===== src/design/accel_magnitude_step_detector_unit_assert.svh =====
// ----------------------------------------------------------------------------
// Assertion macros for the accelerometer magnitude step detector
// Concurrent checks that compile away when SYNTH is defined.
// ----------------------------------------------------------------------------
`ifndef ACCEL_MAGNITUDE_STEP_DETECTOR_UNIT_ASSERT_SVH
`define ACCEL_MAGNITUDE_STEP_DETECTOR_UNIT_ASSERT_SVH

`ifndef SYNTH
// Same-cycle implication, reset-qualified.
`define AMSD_ASSERT_NOW(label, clk, rstn, ante, cons) \
    label: assert property (@(posedge clk) disable iff (!(rstn)) (ante) |-> (cons)) \
        else $error("step detector check failed");
// Next-cycle implication, reset-qualified.
`define AMSD_ASSERT_NEXT(label, clk, rstn, ante, cons) \
    label: assert property (@(posedge clk) disable iff (!(rstn)) (ante) |=> (cons)) \
        else $error("step detector check failed");
`else
`define AMSD_ASSERT_NOW(label, clk, rstn, ante, cons)
`define AMSD_ASSERT_NEXT(label, clk, rstn, ante, cons)
`endif

`endif


===== src/design/amsd_pkg.sv =====
// ----------------------------------------------------------------------------
// amsd_pkg
// Widths, reset values, register indexes and sequencer states.
// ----------------------------------------------------------------------------
package amsd_pkg;

    localparam int unsigned AXIS_W    = 16;
    localparam int unsigned TIME_W    = 32;
    localparam int unsigned CFG_W     = 16;
    localparam int unsigned CFG_IDX_W = 2;
    localparam int unsigned MAG_W     = 16;
    localparam int unsigned FIX_W     = 32;
    localparam int unsigned DYN_W     = 34;
    localparam int unsigned PROD_W    = 50;
    localparam int unsigned TALLY_W   = 32;
    localparam int unsigned CNT_W     = 4;
    localparam int unsigned S_TDATA_W = 80;
    localparam int unsigned M_TDATA_W = 40;

    localparam logic [CFG_W-1:0] THRESHOLD_RST = 16'd3604;
    localparam logic [CFG_W-1:0] INTERVAL_RST  = 16'd300;
    localparam logic [CFG_W-1:0] WEIGHT_RST    = 16'd3277;
    localparam logic [FIX_W-1:0] GRAVITY_RST   = 32'h4000_0000;  // 1 g in 16.16
    localparam logic [FIX_W-1:0] ROOT_BIT_INIT = 32'h4000_0000;

    localparam logic [CNT_W-1:0] SQ_LAST   = 4'd3;
    localparam logic [CNT_W-1:0] ROOT_LAST = 4'd15;

    localparam logic [CFG_IDX_W-1:0] CFG_THRESHOLD = 2'd0;
    localparam logic [CFG_IDX_W-1:0] CFG_INTERVAL  = 2'd1;
    localparam logic [CFG_IDX_W-1:0] CFG_WEIGHT    = 2'd2;

    typedef enum logic [2:0] {
        ST_IDLE,
        ST_SQUARE,
        ST_ROOT,
        ST_WEIGH,
        ST_GRAV,
        ST_DECIDE
    } state_t;

endpackage


===== src/design/accel_magnitude_step_detector_unit.sv =====
// ----------------------------------------------------------------------------
// accel_magnitude_step_detector_unit
// Each sample is squared per axis, put through a 16-step square root loop, then
// weighed into the gravity estimate and decided; the square root loop dominates,
// and a new sample is taken only once the sequencer is back in idle.
// The next item is taken while the previous result waits on m_tready.
// Reset (aresetn low, synchronous): registers to defaults, gravity to 1 g,
// step count, last step time and previous dynamic value to zero.
// ----------------------------------------------------------------------------
`include "accel_magnitude_step_detector_unit_assert.svh"

module accel_magnitude_step_detector_unit (
    input  logic                                   aclk,
    input  logic                                   aresetn,
    // sample in: accel_x[15:0], accel_y[31:16], accel_z[47:32], time_ms[79:48]
    input  logic                                   s_tvalid,
    output logic                                   s_tready,
    input  logic [amsd_pkg::S_TDATA_W-1:0]         s_tdata,
    // result out: step_found[0], step_total[32:1], zero pad[39:33]
    output logic                                   m_tvalid,
    input  logic                                   m_tready,
    output logic [amsd_pkg::M_TDATA_W-1:0]         m_tdata,
    // register write channel
    input  logic                                   cfg_valid,
    output logic                                   cfg_ready,
    input  logic [amsd_pkg::CFG_IDX_W-1:0]         cfg_index,
    input  logic [amsd_pkg::CFG_W-1:0]             cfg_data
);

    // ------------------------------------------------------------------
    // Configuration registers: always writable, index 3 is dropped.
    // ------------------------------------------------------------------
    logic [amsd_pkg::CFG_W-1:0] threshold_reg, interval_reg, weight_reg;

    assign cfg_ready = 1'b1;

    always_ff @(posedge aclk) begin
        if (!aresetn) begin
            threshold_reg <= amsd_pkg::THRESHOLD_RST;
            interval_reg  <= amsd_pkg::INTERVAL_RST;
            weight_reg    <= amsd_pkg::WEIGHT_RST;
        end else if (cfg_valid && cfg_ready) begin
            case (cfg_index)
                amsd_pkg::CFG_THRESHOLD: threshold_reg <= cfg_data;
                amsd_pkg::CFG_INTERVAL:  interval_reg  <= cfg_data;
                amsd_pkg::CFG_WEIGHT:    weight_reg    <= cfg_data;
                default: ;
            endcase
        end
    end

    // ------------------------------------------------------------------
    // Input field unpack and absolute value (-32768 maps to 32768).
    // ------------------------------------------------------------------
    logic signed [amsd_pkg::AXIS_W-1:0] accel_x, accel_y, accel_z;
    logic [amsd_pkg::TIME_W-1:0]        time_ms;
    logic [amsd_pkg::AXIS_W-1:0]        abs_x, abs_y, abs_z;

    assign accel_x = s_tdata[15:0];
    assign accel_y = s_tdata[31:16];
    assign accel_z = s_tdata[47:32];
    assign time_ms = s_tdata[79:48];

    assign abs_x = accel_x[15] ? (16'd0 - accel_x) : accel_x;
    assign abs_y = accel_y[15] ? (16'd0 - accel_y) : accel_y;
    assign abs_z = accel_z[15] ? (16'd0 - accel_z) : accel_z;

    // ------------------------------------------------------------------
    // Sequencer and datapath registers
    // ------------------------------------------------------------------
    amsd_pkg::state_t state_reg, state_next;

    logic [amsd_pkg::CNT_W-1:0]   cnt_reg, cnt_next;
    logic [amsd_pkg::AXIS_W-1:0]  ax_reg, ay_reg, az_reg;
    logic [amsd_pkg::TIME_W-1:0]  now_reg;
    logic [amsd_pkg::FIX_W-1:0]   sum_reg, sum_next;
    logic [amsd_pkg::FIX_W-1:0]   rem_reg, rem_next;
    logic [amsd_pkg::FIX_W-1:0]   root_reg, root_next;
    logic [amsd_pkg::FIX_W-1:0]   bit_reg, bit_next;
    logic signed [amsd_pkg::PROD_W-1:0] prod_reg;

    // Detector state
    logic [amsd_pkg::FIX_W-1:0]         gravity_reg, gravity_next;
    logic signed [amsd_pkg::DYN_W-1:0]  prev_dyn_reg, prev_dyn_next;
    logic [amsd_pkg::TIME_W-1:0]        last_step_reg, last_step_next;
    logic [amsd_pkg::TALLY_W-1:0]       tally_reg, tally_next;

    // Output register
    logic                               out_valid_reg, out_valid_next;
    logic                               out_step_reg, out_step_next;
    logic [amsd_pkg::TALLY_W-1:0]       out_total_reg, out_total_next;

    // ------------------------------------------------------------------
    // Shared multiplier: squares of the axes, then the gravity update.
    // Product is always registered before use.
    // ------------------------------------------------------------------
    logic signed [amsd_pkg::DYN_W-1:0]  mul_a;
    logic signed [16:0]                 mul_b;
    logic signed [50:0]                 mul_out;
    logic [amsd_pkg::AXIS_W-1:0]        sq_sel;
    logic [amsd_pkg::FIX_W-1:0]         mag_fx;
    logic signed [amsd_pkg::DYN_W-1:0]  grav_diff;

    assign mag_fx    = {root_reg[amsd_pkg::MAG_W-1:0], 16'd0};
    assign grav_diff = $signed({2'b00, mag_fx}) - $signed({2'b00, gravity_reg});

    always_comb begin
        case (cnt_reg[1:0])
            2'd0:    sq_sel = ax_reg;
            2'd1:    sq_sel = ay_reg;
            default: sq_sel = az_reg;
        endcase
        if (state_reg == amsd_pkg::ST_WEIGH) begin
            mul_a = grav_diff;
            mul_b = $signed({1'b0, weight_reg});
        end else begin
            mul_a = $signed({18'd0, sq_sel});
            mul_b = $signed({1'b0, sq_sel});
        end
        mul_out = mul_a * mul_b;
    end

    always_ff @(posedge aclk) begin
        prod_reg <= mul_out[amsd_pkg::PROD_W-1:0];
    end

    // ------------------------------------------------------------------
    // Square root step, gravity update and step decision
    // ------------------------------------------------------------------
    logic [amsd_pkg::FIX_W-1:0]         trial;
    logic [amsd_pkg::DYN_W-1:0]         grav_sum;
    logic signed [amsd_pkg::DYN_W-1:0]  dyn, thr;
    logic [amsd_pkg::TIME_W-1:0]        elapsed;
    logic                               step_hit;
    logic                               out_free;

    assign trial    = root_reg + bit_reg;
    assign grav_sum = {2'b00, gravity_reg} + prod_reg[amsd_pkg::PROD_W-1:16];
    assign dyn      = $signed({2'b00, mag_fx}) - $signed({2'b00, gravity_reg});
    assign thr      = $signed({2'b00, threshold_reg, 16'd0});
    assign elapsed  = now_reg - last_step_reg;
    assign step_hit = (dyn > thr) && (prev_dyn_reg <= thr)
                      && (elapsed >= {16'd0, interval_reg});
    assign out_free = !out_valid_reg || m_tready;

    assign s_tready = (state_reg == amsd_pkg::ST_IDLE);

    // Next state
    always_comb begin
        state_next = state_reg;
        case (state_reg)
            amsd_pkg::ST_IDLE:
                if (s_tvalid) state_next = amsd_pkg::ST_SQUARE;
            amsd_pkg::ST_SQUARE:
                if (cnt_reg == amsd_pkg::SQ_LAST) state_next = amsd_pkg::ST_ROOT;
            amsd_pkg::ST_ROOT:
                if (cnt_reg == amsd_pkg::ROOT_LAST) state_next = amsd_pkg::ST_WEIGH;
            amsd_pkg::ST_WEIGH:
                state_next = amsd_pkg::ST_GRAV;
            amsd_pkg::ST_GRAV:
                state_next = amsd_pkg::ST_DECIDE;
            amsd_pkg::ST_DECIDE:
                if (out_free) state_next = amsd_pkg::ST_IDLE;
            default:
                state_next = amsd_pkg::ST_IDLE;
        endcase
    end

    // Datapath and state updates
    always_comb begin
        cnt_next       = cnt_reg;
        sum_next       = sum_reg;
        rem_next       = rem_reg;
        root_next      = root_reg;
        bit_next       = bit_reg;
        gravity_next   = gravity_reg;
        prev_dyn_next  = prev_dyn_reg;
        last_step_next = last_step_reg;
        tally_next     = tally_reg;
        out_valid_next = out_valid_reg && !m_tready;
        out_step_next  = out_step_reg;
        out_total_next = out_total_reg;
        case (state_reg)
            amsd_pkg::ST_IDLE: begin
                cnt_next = '0;
                sum_next = '0;
            end
            amsd_pkg::ST_SQUARE: begin
                // accumulate the square computed in the previous cycle
                if (cnt_reg != '0) sum_next = sum_reg + prod_reg[amsd_pkg::FIX_W-1:0];
                if (cnt_reg == amsd_pkg::SQ_LAST) begin
                    rem_next  = sum_reg + prod_reg[amsd_pkg::FIX_W-1:0];
                    root_next = '0;
                    bit_next  = amsd_pkg::ROOT_BIT_INIT;
                    cnt_next  = '0;
                end else begin
                    cnt_next = cnt_reg + 4'd1;
                end
            end
            amsd_pkg::ST_ROOT: begin
                // one restoring digit per cycle
                if (rem_reg >= trial) begin
                    rem_next  = rem_reg - trial;
                    root_next = (root_reg >> 1) + bit_reg;
                end else begin
                    root_next = root_reg >> 1;
                end
                bit_next = bit_reg >> 2;
                cnt_next = cnt_reg + 4'd1;
            end
            amsd_pkg::ST_GRAV: begin
                gravity_next = grav_sum[amsd_pkg::FIX_W-1:0];
            end
            amsd_pkg::ST_DECIDE: begin
                if (out_free) begin
                    prev_dyn_next  = dyn;
                    if (step_hit) begin
                        last_step_next = now_reg;
                        tally_next     = tally_reg + 32'd1;
                    end
                    out_valid_next = 1'b1;
                    out_step_next  = step_hit;
                    out_total_next = step_hit ? tally_reg + 32'd1 : tally_reg;
                end
            end
            default: ;
        endcase
    end

    // Control and detector state
    always_ff @(posedge aclk) begin
        if (!aresetn) begin
            state_reg     <= amsd_pkg::ST_IDLE;
            cnt_reg       <= '0;
            gravity_reg   <= amsd_pkg::GRAVITY_RST;
            prev_dyn_reg  <= '0;
            last_step_reg <= '0;
            tally_reg     <= '0;
            out_valid_reg <= 1'b0;
        end else begin
            state_reg     <= state_next;
            cnt_reg       <= cnt_next;
            gravity_reg   <= gravity_next;
            prev_dyn_reg  <= prev_dyn_next;
            last_step_reg <= last_step_next;
            tally_reg     <= tally_next;
            out_valid_reg <= out_valid_next;
        end
    end

    // Payload registers
    always_ff @(posedge aclk) begin
        if (s_tvalid && s_tready) begin
            ax_reg  <= abs_x;
            ay_reg  <= abs_y;
            az_reg  <= abs_z;
            now_reg <= time_ms;
        end
        sum_reg       <= sum_next;
        rem_reg       <= rem_next;
        root_reg      <= root_next;
        bit_reg       <= bit_next;
        out_step_reg  <= out_step_next;
        out_total_reg <= out_total_next;
    end

    assign m_tvalid = out_valid_reg;
    assign m_tdata  = {7'd0, out_total_reg, out_step_reg};

    // ------------------------------------------------------------------
    // Checks
    // ------------------------------------------------------------------
    `AMSD_ASSERT_NEXT(a_accept_starts, aclk, aresetn, s_tvalid && s_tready,
        state_reg == amsd_pkg::ST_SQUARE)
    `AMSD_ASSERT_NEXT(a_tally_step, aclk, aresetn, state_reg == amsd_pkg::ST_DECIDE && out_free,
        tally_reg == $past(tally_reg) + {31'd0, out_step_reg})
    `AMSD_ASSERT_NEXT(a_gravity_frozen, aclk, aresetn,
        state_reg == amsd_pkg::ST_GRAV && weight_reg == 16'd0,
        gravity_reg == $past(gravity_reg))
    `AMSD_ASSERT_NOW(a_root_floor, aclk, aresetn, state_reg == amsd_pkg::ST_WEIGH,
        {16'd0, root_reg[15:0]} * {16'd0, root_reg[15:0]} <= sum_reg)

endmodule

===== config.mk =====
export PLATFORM = sky130hd
export DESIGN_NAME = accel_magnitude_step_detector_unit
export DESIGN_NICKNAME = d
export VERILOG_FILES = /design/src/design/amsd_pkg.sv /design/src/design/accel_magnitude_step_detector_unit.sv
export VERILOG_INCLUDE_DIRS = /design/src /design/src/design
export SDC_FILE = /design/constraint.sdc
export NUM_CORES = 2
export LEC_CHECK = 0
export BUFFER_PORTS_ARGS = -buffer_cell sky130_fd_sc_hd__buf_2
export CORE_UTILIZATION = 43
export CTS_CLUSTER_DIAMETER = 60
export DETAILED_ROUTE_END_ITERATION = 16
export PLACE_DENSITY = 0.57
export SLEW_MARGIN = 5
export SYNTH_ARGS = -nofsm -noshare
export SYNTH_HDL_FRONTEND = slang
export SYNTH_SLANG_ARGS = --single-unit

===== constraint.sdc =====
create_clock -name aclk -period 7.9 [get_ports aclk]
set_input_delay 0.395 -clock aclk [delete_from_list [all_inputs] [get_ports aclk]]
set_output_delay 0.395 -clock aclk [all_outputs]
set_load 0.01 [all_outputs]

==> results_dict.tcl <==
set metrics [dict create \
    worst_pin_slew_ns 1.18 \
    root_buffer "clkbuf_16" \
    avgSynthCellArea_um2 8.84 \
    ys_seq_area_frac 0.248 \
    yosysWarnings 0 \
    ys_seq_elements 458 \
    cpMostUsedCell "fa_1" \
    rr_startpoint "root_reg[1]$_SDFFCE_PN0P_" \
    first_iter_violations 2400 \
    synthCells 5215 \
    gp_congestion 0.945 \
    synth_area_um2 46100 \
    slew_headroom 0.211 \
    finalCritPeriodShare 0.988 \
    initial_core_util 0.436 \
    whs_path_depth 3 \
    wl_per_cell_um 19.0 \
    cts.sinks 458 \
    synth_edf_count 225 \
    max-cap-violations 0 \
    synthDominantCellAreaShare 0.215 \
    num_io_pins 146 \
    h-tree-depth 2 \
    slowest_delay_ns 0.57 \
    core_area_um2 106000 \
    rrSetupSlack_ns 0.09 \
    grt_pass1_vias 37728 \
    finalHoldViolations 0 \
    wl_um 136000 \
    setup_tns_ns 0 \
    ir_drop_mv 1.06 \
    ys.flop_type "dfxtp_1" \
    cts_tree "built" \
    vias_per_cell 5.26 \
    layout.nets 6634 \
    area_growth_syn_to_layout_pct 17.9 \
    antenna_found_initial 5 \
    die_w_um 329 \
    async_flop_share 0 \
    worstHoldStart "cfg_data[11]" \
    hp-class "in2reg" \
    slew_viol_final 0 \
    min_to "interval_reg[11]$_SDFFE_PN0P_" \
    clock.fmax_mhz 128 \
    fin_skew_ns 0.0243 \
    grt_pass1_wl_um 213000 \
    vias 37563 \
    die_h_um 329 \
    largest_reg_flops 48 \
    setup_viol 0 \
    crit_path_top_delay_cell "fa_1" \
    die_area_um2 109000 \
    p_leak_uw 0.0250 \
    violations "DRC" \
    first_pass_iters 12 \
    dp_hpwl_um 111000 \
    outcome "finished, violations left" \
    drcViolationCount 6 \
    grt_max_degree 134 \
    start_kind "flip-flop" \
    worstPathArrival_ns 8.36 \
    cp_data_required_time_ns 8.46 \
    clkLatencyLatePin_ns 0.68 \
    rsz0062_at_grt "yes" \
    reg2regPathDepth 35 \
    postLayoutCellArea_um2 54400 \
    criticalPathCategory "reg2reg" \
    worst_setup_path_end_kind "flip-flop" \
    netlist_top_cells_area "fa_1 (21%), edfxtp_1 (15%), dfxtp_1 (10%), ha_1 (9.4%), inv_1 (6.1%)" \
    dpl_cell_area_um2 51200 \
    drive_gt1_frac 0.149 \
    rr_endpoint "prod_reg[42]$_DFF_P_" \
    groute.usage.overall 0.253 \
    fin_crit_ns 7.81 \
    ant_nets 0 \
    cts-buffers-inserted 58 \
    overflow 0 \
    rows 119 \
    clockBufferDepth 3 \
    clk_pin_slew_worst_paths_ns 0.06 \
    yosys.cell_types.count 85 \
    path_max_fanout 3 \
    synth_top_cell_by_area "fa_1" \
    port_buffers 137 \
    cellPowerDensity_nw_per_um2 408 \
]
routing by layer:
| metal | track usage | vias up | share of wire |
|---|---|---|---|
| li1 | - | 18097 | - |
| met1 | 0.354 | 18333 | 0.45 |
| met2 | 0.401 | 960 | 0.45 |
| met3 | 0.0470 | 173 | 0.069 |
| met4 | 0.0689 | 0 | 0.029 |
| met5 | 0 | - | 0 |
timing repair:
item / CTS / global route
setup buffers: 8 / 11
hold endpoints to repair: 57 / 0
setup endpoints to repair: 12 / 20
gates resized for setup: 46 / 98
hold buffers: 46 / 0
pin swaps: 25 / 59
report_power, final:
part / leakage (uW) / switching (uW) / internal [uW]
registers: 0.00397 / 136 / 2990
logic: 0.0200 / 8500 / 7730
clock network: 0.000997 / 1180 / 1630
total: 0.0250 / 9810 / 12400
cell type report:
cell class,count,area (um2)
clock buffers,70,1590
diodes,7,17.5
multi-input cells,3795,31600
clock inverters,40,439
well taps,1391,1740
inverters,752,2830
fillers,10011,51500
flip-flops and latches,458,11400
repair buffers,625,4690
critical path, delay by kind of cell, from the launching register on:
family / cells / cell delay [ns]
buffers and inverters: 7 / 0.66
XOR/XNOR: 2 / 0.30
AND/OR/NAND/NOR: 3 / 0.20
flip-flops: 1 / 0.40
adder cells (fa/ha/maj): 8 / 3.52
AO/OA/AOI/OAI: 15 / 2.64
per-stage QoR:
| stage | hold WS [ns] | power (uW) | worst slack [ns] | utilization | std cells |
|---|---|---|---|---|---|
| after floorplan | 0.430 | 12100 | 0.00387 | - | 5221 |
| after global placement | 0.436 | 18200 | -0.190 | 0.483 | 6956 |
| after detailed placement | 0.442 | 18300 | -0.304 | 0.483 | 6956 |
| after CTS | 0.00135 | 21300 | -0.0569 | 0.509 | 7120 |
| after global routing | 0.0146 | 24100 | -0.216 | 0.514 | 7135 |
| final | 0.0422 | 22200 | 0.0931 | 0.514 | 7138 |
cell usage in the layout (no fill, tap or decap), types with 18 or more instances in the layout:
cell type      synthesis  layout
dfxtp_1              233     228
nor2b_1               60      60
and2_1                91      82
o21ai_0              186     172
ha_1                 346     326
nand4_1               32      32
o31ai_1               27      25
o211ai_1              23      23
nand2b_1              42      42
a22oi_1               18      18
o21bai_1              26      26
inv_1                748     737
xor2_1               160     158
a21oi_2                3      18
nor4_1                33      30
edfxtp_1             225     225
a211oi_1              35      33
o21a_1                64      59
nor2_1               329     317
a31oi_1               43      43
o21ai_1               11      21
nand3_1              189     188
dlygate4sd3_1          0      46
or3_1                 25      25
xnor2_1              180     175
and3_1                74      74
buf_2                 10     136
a21oi_1              164     148
buf_4                 13     418
nand2_1              743     737
fa_1                 495     481
clkbuf_16              0      61
a21o_1                84      84
a21boi_0              70      70
nor3_1                64      60
cells by family (layout without fill, tap and decap cells):
kind of cell,after synthesis,in the layout,synth area share
mux,10,10,0.00220
simple gates,1744,1744,0.174
fa+ha+maj,841,841,0.309
flops,458,458,0.248
compound gates,852,852,0.121
other cells,2,15,0.000163
xor+xnor,340,340,0.0646
buf+inv,968,1487,0.0810
worst max path at each step:
stage,from,end,slack (ns),depth (start not counted)
after floorplan,root_reg[1]$_SDFFCE_PN0P_,prod_reg[43]$_DFF_P_,0.004,34
final,root_reg[1]$_SDFFCE_PN0P_,prod_reg[42]$_DFF_P_,0.09,35
after global placement,gravity_reg[0]$_SDFFE_PN0P_,prod_reg[46]$_DFF_P_,-0.19,33
after CTS,gravity_reg[0]$_SDFFE_PN0P_,prod_reg[46]$_DFF_P_,-0.06,31
after global routing,root_reg[3]$_SDFFCE_PN0P_,prod_reg[46]$_DFF_P_,-0.22,35
after detailed placement,root_reg[1]$_SDFFCE_PN0P_,prod_reg[43]$_DFF_P_,-0.30,31
synthesized netlist by cell type (70+ instances only):
cell      number
xor2_1       160
clkbuf_1     180
nor2_1       329
dfxtp_1      233
and2_1        91
and3_1        74
a21boi_0      70
xnor2_1      180
nand2_1      743
a21o_1        84
edfxtp_1     225
nand3_1      189
inv_1        748
o21ai_0      186
a21oi_1      164
ha_1         346
fa_1         495
(Power assumes the default switching activity.)
